==> src/rtl/core/bsc_stack_mem.sv <==
// Open-bracket stack memory: one write port, one registered read port.
module bsc_stack_mem #(
	parameter int DEPTH = 128,
	parameter int AW    = 7
) (
	input  logic          clk,
	input  logic          wr_en,
	input  logic [AW-1:0] wr_addr,
	input  logic [1:0]    wr_data,
	input  logic [AW-1:0] rd_addr,
	output logic [1:0]    rd_data
);

	logic [1:0] mem [DEPTH];

	// write port
	always_ff @(posedge clk) begin
		if (wr_en) begin
			mem[wr_addr] <= wr_data;
		end
	end

	// read port, registered
	always_ff @(posedge clk) begin
		rd_data <= mem[rd_addr];
	end

endmodule

==> config.mk <==
export PLATFORM = sky130hd
export DESIGN_NAME = bsc_stack_mem
export DESIGN_NICKNAME = d
export VERILOG_FILES = /design/src/rtl/core/bsc_stack_mem.sv
export SDC_FILE = /design/constraint.sdc
export NUM_CORES = 1
export LEC_CHECK = 0
export CAP_MARGIN = 20
export CORE_MARGIN = 3
export CORE_UTILIZATION = 55
export CTS_CLUSTER_SIZE = 28
export DETAILED_ROUTE_END_ITERATION = 12
export DONT_BUFFER_PORTS = 1
export PLACE_DENSITY = 0.7
export SLEW_MARGIN = 40
export SYNTH_ARGS = -nofsm -noshare
export SYNTH_HDL_FRONTEND = slang
export SYNTH_SLANG_ARGS = --single-unit
==> constraint.sdc <==
create_clock -name clk -period 3.3 [get_ports clk]
set_input_delay 0.66 -clock clk [delete_from_list [all_inputs] [get_ports clk]]
set_output_delay 0.66 -clock clk [all_outputs]
set_load 0.02 [all_outputs]
==> reports/metrics.cfg <==
[status]
status = completed

[sta]
worst_clock_skew_ns = 0.01472
worst_pin_slew_ns = 0.8349
rsz0062_at_grt = false
setup_ws_ns = 1.075
finalSetupViolations = 0
finalCriticalPeriod_ns = 2.225
fin_tns_setup_ns = 0
maxSlewHeadroom = 0.4421
period_share = 0.6743
report.final.slew_viol_count = 0
finalHoldViolCount = 0
max_freq_mhz = 449.4

[critical_path]
critPathSlowestCell = mux4_2
startpoint = mem[52][0]$_DFFE_PP_
reg2regPathDepth = 5
crit_fanout = 1
rr_startpoint = mem[52][0]$_DFFE_PP_
worst_ep_required_time_ns = 3.69
crit_path_max_incr_delay_ns = 0.48
cp-start-kind = register
cpMostUsedCell = mux4_2
worstPathArrival_ns = 2.62
cp_cell_sequence = mux4_2 -> mux4_2 -> o22ai_1 -> nor3_1 -> or4_1
path_class = register to register
critPathCaptureType = register

[grt]
antenna_found_initial = 0
track_usage = 0.2033
grt_pass1_wl_mm = 32.80
grt_max_degree = 129
overflow = 0
first_global_vias = 5725

[min_path]
holdCritStartpoint = wr_data[0]
worstHoldPathType = input port to register
hold_path_depth = 0

[synthesis]
yosysWarnings = 0
syn_inst = 611
syn_area_um2 = 10610
synth-seq-area-share = 0.7281
ys_types = 25
synth_nets = 629
synth_area_per_cell_um2 = 17.37
synth_seq_cells = 258

[drt]
drt_iter0_markers = 511
wl_per_cell_um = 23.59
routed_wl_mm = 20.93
drt_pass1_iterations = 5
vias_per_cell = 6.054
ant_nets = 0
drc = 0
num_vias = 5370

[power]
p_int_mw = 5.272
switching_share = 0.1906
p_clk_frac = 0.411
irDropWorstVdd_uv = 529.0
p_seq_frac = 0.557
p_sw_mw = 1.242
pwr-share-comb = 0.032
p_leak_nw = 3.527
powerDensity_nw_per_um2 = 562.9

[placement]
routabilityCongestion = 0.8035
io_buffers = 0
dp.cells = 840
dp_hpwl_mm = 12.47
pre_cts_slack_ns = 0.7344

[finish]
final_common_cell = edfxtp_1
layout.cells.non_filler = 887
most-common-layout-cells = 256 x edfxtp_1, 123 x nor2_1, 51 x mux4_2, 32 x mux2i_1, 26 x clkbuf_16
fill_cells = 1336
antenna_cells = 0
utilization = 0.6146
nNetsFinal = 626
register_area_um2 = 7727
drive_gt1_frac = 0.1547
area_delta_synth_final_pct = 9.042
multi_input_area_um2 = 2706

[floorplan]
fp-row-count = 50
fp.coreArea_um2 = 18830
die-width_um = 144.9
start_util = 0.5636
die_area_um2 = 21000
die_y_um = 144.9
io_pins = 20

[flow_run]
drv_cap = 0

[clock_network]
cts.path.max_buffers = 3
cts_buffers = 26
clk_pin_slew_ns = 0.06
clockRootBuffer = clkbuf_16
cts_tree = done
cts_resized = 0
clk-insertion-delay-late_ns = 0.53
holdBufCountCts = 0
postCtsSetupBuffers = 0
h-tree-depth = 1
clkSinkCount = 258

cells in the mapped netlist, drive strengths merged:
cell / number / share of area
a21oi: 8 / 0.0038
a22oi: 16 / 0.011
and2: 1 / 0.00059
buf: 15 / 0.0097
clkbuf: 21 / 0.0074
dfxtp: 2 / 0.0038
edfxtp: 256 / 0.72
mux2: 8 / 0.0085
mux2i: 32 / 0.030
mux4: 56 / 0.12
nand2: 16 / 0.0057
nand2b: 5 / 0.0029
nand3: 12 / 0.0057
nand4: 3 / 0.0018
nor2: 123 / 0.044
nor2b: 9 / 0.0053
nor3: 15 / 0.0071
nor4: 2 / 0.0012
o22ai: 8 / 0.0047
or3: 1 / 0.00059
or4: 2 / 0.0014
cells by family after synthesis:
kind of cell	Yosys count	share of synthesized area
AND/OR/NAND/NOR	189	0.07569
flip-flops	258	0.7281
multiplexers	96	0.1593
buffers and inverters	36	0.01710
AO/OA/AOI/OAI	32	0.01981
worst max-delay path, delay by kind of cell, from the launching register on:
kind / cells / cell delay (ns)
simple gates: 2 / 0.54
mux: 2 / 0.96
flops: 1 / 0.38
compound gates: 1 / 0.21
metal layers:
metal	vias to the layer above	global-route usage	share of wire
li1	2401	-	-
met4	0	0.06698	0.030
met3	50	0.05434	0.082
met2	187	0.3333	0.50
met5	-	0	0
met1	2732	0.2693	0.39
path summary, 6_finish.rpt:
path                          end  slack [ns]
max            rd_data[0]$_DFF_P_        1.07
min          mem[97][0]$_DFFE_PP_        0.23
max reg2reg    rd_data[0]$_DFF_P_        1.07
min reg2reg    rd_data[0]$_DFF_P_        0.96
power by group through the flow:
stage | sequential (mW) | clock, mW | combinational (mW)
2_1_floorplan | 3.70 | 0 | 0.213
5_1_grt | 3.63 | 2.86 | 0.222
4_1_cts | 3.63 | 2.73 | 0.211
3_3_place_gp | 3.70 | 0 | 0.206
6_report | 3.63 | 2.68 | 0.208
3_5_place_dp | 3.70 | 0 | 0.210
flip-flops by register name, indices dropped and copies added (netlist names):
register	cells
mem	256
rd_data	2
final cells by class:
class                   instances  area share
repair buffers                  5    0.003244
clock inverters                 8    0.006595
multi-input cells             317      0.2339
flip-flops and latches        258      0.6678
well taps                     260     0.02811
clock buffers                  39     0.06044
through the flow:
stage	hold slack [ns]	power, mW	area [um2]
2_1_floorplan	0.7589	3.909	10610
3_3_place_gp	0.7740	3.904	10790
3_5_place_dp	0.7711	3.908	10790
4_1_cts	0.2104	6.573	11570
5_1_grt	0.2082	6.713	11570
6_report	0.2266	6.514	11570
(Power assumes the default switching activity.)
